### config.mk
export PLATFORM = sky130hd
export DESIGN_NAME = gph_ctrl
export DESIGN_NICKNAME = d
export VERILOG_FILES = /design/src/rtl/gap_pair_histogram_core_macros.svh /design/src/rtl/gph_pkg.sv /design/src/rtl/gph_ctrl.sv
export SDC_FILE = /design/constraint.sdc
export NUM_CORES = 1
export LEC_CHECK = 0
export ABC_CLOCK_PERIOD_IN_PS = 2200
export BUFFER_PORTS_ARGS = -buffer_cell sky130_fd_sc_hd__buf_2
export CORE_AREA = 2 2 39 41
export DETAILED_ROUTE_END_ITERATION = 6
export DIE_AREA = 0 0 41 43
export GPL_TIMING_DRIVEN = 0
export PLACE_DENSITY_LB_ADDON = 0.08
export SLEW_MARGIN = 15
export SYNTH_ARGS = -nofsm -noshare
export SYNTH_HDL_FRONTEND = slang
export SYNTH_SLANG_ARGS = --single-unit
### constraint.sdc
create_clock -name clk -period 2.2 [get_ports clk]
set_input_delay 0.44 -clock clk [delete_from_list [all_inputs] [get_ports clk]]
set_output_delay 0.44 -clock clk [all_outputs]
set_load 0.05 [all_outputs]
### src/rtl/gap_pair_histogram_core_macros.svh
// Assertion macros shared by the gap-pair histogram RTL.
// Needs a clock named clk and an active-high synchronous reset named rst in scope.
`ifndef GAP_PAIR_HISTOGRAM_CORE_MACROS_SVH
`define GAP_PAIR_HISTOGRAM_CORE_MACROS_SVH

// Same-cycle implication, disabled during reset.
`define GPH_CHECK(label, ante, cons) \
  label: assert property (@(posedge clk) disable iff (rst) (ante) |-> (cons)) \
    else $error("gap_pair_histogram_core: same-cycle check failed");

// Next-cycle implication, disabled during reset.
`define GPH_CHECK_NEXT(label, ante, cons) \
  label: assert property (@(posedge clk) disable iff (rst) (ante) |=> (cons)) \
    else $error("gap_pair_histogram_core: next-cycle check failed");

`endif

### src/rtl/gph_pkg.sv
// Shared types, constants and helpers for the gap-pair histogram.
// No dependencies; used by gph_ctrl, gph_datapath and the top level.
`default_nettype none

package gph_pkg;

  localparam int MAX_GAP_DEFAULT    = 15;
  localparam int INDEX_BITS_DEFAULT = 16;

  localparam int RESIDUE_W = 16;
  localparam int COORD_W   = 4;
  localparam int LIMIT_W   = 4;
  localparam int COUNT_W   = 32;

  localparam logic [LIMIT_W-1:0] GAP_LIMIT_RESET = 4'd15;

  typedef enum logic [1:0] {
    CMD_RESIDUE = 2'd0,
    CMD_READ    = 2'd1,
    CMD_CLEAR   = 2'd2
  } cmd_t;

  typedef enum logic [2:0] {
    ST_INIT,
    ST_IDLE,
    ST_FETCH,
    ST_CLEAR,
    ST_COMMIT
  } state_t;

  // controller -> datapath
  typedef struct packed {
    logic load;
    logic mem_read;
    logic sweep;
    logic commit;
  } ctrl_t;

  // datapath -> controller
  typedef struct packed {
    logic is_clear;
    logic sweep_last;
    logic out_free;
  } status_t;

  function automatic logic [COUNT_W-1:0] sat_inc(input logic [COUNT_W-1:0] v);
    sat_inc = (v == '1) ? v : v + COUNT_W'(1);
  endfunction

endpackage

`default_nettype wire

### src/rtl/gph_ctrl.sv
// Sequencing state machine for the gap-pair histogram.
// Depends on gph_pkg; drives gph_datapath through ctrl_t, watches status_t.
`default_nettype none

module gph_ctrl (
  input  wire logic             clk,
  input  wire logic             rst,
  input  wire logic             in_valid,
  output logic                  in_ready,
  input  gph_pkg::status_t      status,
  output gph_pkg::ctrl_t        cmd
);

  gph_pkg::state_t state, state_next;

  always_ff @(posedge clk) begin
    if (rst) begin
      state <= gph_pkg::ST_INIT;
    end else begin
      state <= state_next;
    end
  end

  always_comb begin
    state_next = state;
    unique case (state)
      gph_pkg::ST_INIT: begin
        if (status.sweep_last) state_next = gph_pkg::ST_IDLE;
      end
      gph_pkg::ST_IDLE: begin
        if (in_valid) state_next = gph_pkg::ST_FETCH;
      end
      gph_pkg::ST_FETCH: begin
        state_next = status.is_clear ? gph_pkg::ST_CLEAR : gph_pkg::ST_COMMIT;
      end
      gph_pkg::ST_CLEAR: begin
        if (status.sweep_last) state_next = gph_pkg::ST_COMMIT;
      end
      gph_pkg::ST_COMMIT: begin
        if (status.out_free) state_next = gph_pkg::ST_IDLE;
      end
      default: begin
        state_next = gph_pkg::ST_INIT;
      end
    endcase
  end

  always_comb begin
    in_ready     = (state == gph_pkg::ST_IDLE);
    cmd.load     = in_ready && in_valid;
    cmd.mem_read = (state == gph_pkg::ST_FETCH);
    cmd.sweep    = (state == gph_pkg::ST_INIT) || (state == gph_pkg::ST_CLEAR);
    cmd.commit   = (state == gph_pkg::ST_COMMIT) && status.out_free;
  end

endmodule

`default_nettype wire

# Word level (Yosys, flattened, before mapping)
# Cells that the tools add are included.
[totals]
n_memories = 0
input_bits = 6
mem_bits_rw = 0
mem_bits_ro = 0
output_inout_bits = 5
word_cells = 20
latchBits = 0
regBits = 3
[classes]
n_div = 0
n_mux = 6
n_reduce_logical = 5
multipliers = 0
order_cmp = 0
n_eq_ne = 8
n_addsub = 0
bitwise = 0
shifts = 0
[ops]
columns = ["cell", "count"]
rows = [
  ["$mux W3", 5],
  ["$pmux W3 S5", 1],
  ["$ne A2 B2 Y1 const B", 4],
  ["$eq A3 B2 Y1 const B", 2],
  ["$reduce_and A4 Y1", 1],
  ["$eq A3 B1 Y1 const B", 1],
  ["$eq A3 B3 Y1 const B", 1],
  ["$logic_not A3 Y1", 1],
  ["$logic_and A1 B1 Y1", 2],
  ["$logic_or A1 B1 Y1", 1],
]

# Longest topological paths before layout
[depth]
ltp_word = 3
mapped_depth = 5

# Least setup slack after synthesis
# No wires, ideal clock.
[synth_path]
kind = "flip-flop to output port"
from = "reg state[0]"
to = "out cmd[3] (netlist name)"
slack_ns = -0.375
path_stages_with_launch = 5
arrival_time_ns = 2.135
cell_sequence = "dfxtp_1 > buf_6 > inv_1 > nor3_1 > and2_1"
[synth_lines]
columns = ["element", "line", "source"]
rows = [
  ["start: declaration", "gph_ctrl.sv:14", "gph_pkg::state_t state, state_next;"],
  ["start signal: assignment", "gph_ctrl.sv:18", "state <= gph_pkg::ST_INIT;"],
  ["start signal: assignment", "gph_ctrl.sv:20", "state <= state_next;"],
  ["end: declaration", "gph_ctrl.sv:11", "output gph_pkg::ctrl_t cmd"],
]

==> metrics.md <==
| Metric | Value |
|---|---|
| DR vias/cell | 4.18 |
| Total Wirelength | 591 um |
| Post-CTS Setup Inserts | 0 |
| Biggest register | state |
| Worst slew margin | a little over four fifths |
| Logic pwr share | 55.7% |
| Hold path endpoint | state[1]$_SDFFE_PP0P_ |
| Global-route wire length before repair | approximately 990 um |
| Drt first pass iters | 2 |
| Ys flop type | dfxtp_1 |
| Final Max Slew Viols | 0 |
| Maxcap violations | 0 |
| Hold_ws | 0.414 ns |
| Register-to-register setup slack | 1.05 ns |
| Pwr dens | 991 nW/um2 |
| Worst Setup Path Type | register to output pin |
| P&R area growth vs syn | 38.2% |
| RSZ-0062 raised after global routing | false |
| Final setup fails | 0 |
| Share of layout cells above drive strength 1 | 47.7% |
| F_max | between 500 and 600 MHz |
| GPL Wtd Cong | 0.700 |
| Total power | 0.363 mW |
| Hold Startpoint | rst |
| Count of cell types in the netlist | 20 |
| Number of synthesized flops with an enable pin | 0 |
| Most frequent cells in the layout | 11 x buf_2, 3 x mux2i_1, 3 x clkbuf_4, 3 x dfxtp_1 |
| Reg power frac | 18.3% |
| CTS hold repair buffers | 0 |
| Max reg flops | 3 |
| Seq cells post-synth | 3 |
| Cells after Synth | 30 |
| Global-route total usage across every layer | 8.52% |
| Top Registers | state: 3 flops |
| Wire length on met2 | between 300 and 400 um |
| Initial antenna violation count | 0 |
| Ant. Diodes | 0 |
| Wire length on met3 | around 9 um |
| R2r startpoint | state[0]$_SDFFE_PP0P_ |
| CTS buffer count | 3 |
| Starting Density | 19.2% |
| CP Cell Sequence | buf_6, inv_1, nor3_2, and2_1, buf_2 |
| Crit path largest cell delay | 0.31 ns |
| Iter 0 DRT Violations | 2 |
| Psw | 0.161 mW |
| Placed insts | 56 |
| LEAKAGE | around 0.17 nW |
| Top cells by area, synth | dfxtp_1 23%, mux2i_1 11%, buf_6 8.5% |
| Shortest period the worst path allows | roughly 1.7 ns |
| Internal | slightly above 0.2 mW |
| Via count | roughly 250 |
| Root Driver | clkbuf_4 |
| Max Fanout on Critical Path | 10 |
| CTS clk-pin slew, worst paths | 0.04 ns |
| Period Utilization, post-route | 77.3% |
| Status | complete, no violations |
| Worst vdd ir | 0.242 mV |
| Most common cell after layout, fill and taps aside | buf_2 |
| Async SR Flop Fraction | 0% |
| Yosys top cell by area | dfxtp_1 |
| Post-CTS resize count | 0 |
| Layout Nets | 51 |
| Clock Tree Buf Depth | 2 |
| Die Wd | 41 um |
| Pin count of the biggest net entering global routing | 11 |
| Crit Reg-Reg Endpoint | state[0]$_SDFFE_PP0P_ |
| Grt total ovfl | 0 |
| Filler Cell Count | 163 |
| Post-Syn Nets | 36 |
| Max stage delay cell, worst path | dfxtp_1 |
| Setup crit end kind | output pin |
| Non-Filler Instances | 60 |
| Die ar. | ~1800 um2 |
| Uppermost routed layer | met3 |
| Chip Height | between 40 and 50 um |
| Vias in the first global route | 264 |
| Synthesized area | ~270 um2 |
| Clock power share | 26.0% |
| Post-route ant nets | 0 |
| H-tree levels | 1 |
| Switching share of total power | 44.4% |
| Synth top area share | 22.6% |
| Worst-Skew Late Latency | 0.23 ns |
| CTS sink cnt | 3 |
| Setup TNS | 0 ns |
| Hold Path Depth | 2 |
| Drt drc | 0 |
| CTS tree | built |
| Wire per inst | 9.85 um |
| Port Buffer Count | 10 |
| Final HPWL DP | 462 um |
| Rows | 14 |
| Setup Skew | 0.00230 ns |
| Data arrival, critical path | 1.26 ns |
| Cells on worst reg2reg path | 5 |
| Register area share after synthesis | 22.6% |
| Least-Margin Pin Slew | 0.251 ns |
| Core area | between 1000 and 1500 um2 |
| Syn. warnings | 0 |
| Met1 WL | 242 um |
| Crit start category | register |
| Ports | 11 |
| Worst Hold Class | primary input to register |
| Syn Area/Cell | 8.84 um2 |
| Hold Vio Cnt, Final | 0 |
| Worst path required time | 1.76 ns |
==> cell usage after synthesis (all sizes together) (2+ instances only) <==
| master | n |
|---|---|
| nand2 | 2 |
| mux2i | 3 |
| buf | 3 |
| nand2b | 3 |
| a21oi | 2 |
| dfxtp | 3 |
| nor3 | 3 |
| nand3b | 2 |
==> power groups by stage <==
stage                     clock network [mW]  logic (mW)  registers [mW]
after global routing                   0.102       0.219          0.0675
after detailed placement                   0       0.205          0.0674
final                                 0.0944       0.202          0.0666
after floorplan                            0       0.166          0.0671
after CTS                              0.101       0.205          0.0667
after global placement                     0       0.204          0.0672
==> routing by layer <==
layer,vias to the layer above,global-route usage (%)
met5,-,0
li1,130,-
met3,0,0
met1,118,9.90
met4,0,10.0
met2,3,12.2
==> cell families after synthesis <==
kind of cell / count (synthesis) / share of synthesized area, %
simple gates: 14 / 35.8
flops: 3 / 22.6
buf+inv: 4 / 11.8
xor+xnor: 1 / 3.30
mux: 3 / 11.3
compound gates: 5 / 15.1
==> worst max-delay path: cells and delay by family (launching register included) <==
family / cells / cell delay, ns
buf+inv: 3 / 0.46
simple gates: 2 / 0.25
flops: 1 / 0.31
==> through the flow <==
stage | utilization (%) | cell area [um2] | setup slack [ns]
after floorplan | - | 270 | 0.0992
after CTS | 26.5 | 367 | 0.472
final | 26.5 | 367 | 0.500
after global routing | 26.5 | 367 | 0.422
after detailed placement | 24.6 | 340 | 0.722
after global placement | 24.6 | 340 | 0.754
==> layout make-up <==
class | count | area [um2] | share of cell area (%)
Tap cell | 16 | 20.0 | 5.46
Clock buffer | 4 | 26.3 | 7.17
Sequential cell | 3 | 60.1 | 16.4
Inverter | 1 | 3.75 | 1.02
Multi-Input combinational cell | 23 | 179 | 48.8
Buffer | 3 | 27.5 | 7.51
Timing Repair Buffer | 10 | 50.0 | 13.7
==> how the worst max path moves through the flow <==
stage,from,end,slack (ns)
finish,state[0]$_SDFFE_PP0P_,cmd[3],0.50
global route,state[0]$_SDFFE_PP0P_,cmd[3],0.42
CTS,state[0]$_SDFFE_PP0P_,cmd[3],0.47
detailed placement,state[0]$_SDFFE_PP0P_,cmd[3],0.72
global placement,state[0]$_SDFFE_PP0P_,cmd[3],0.75
floorplan,state[0]$_SDFFE_PP0P_,cmd[3],0.1
Power figures use the tool's default switching activity.
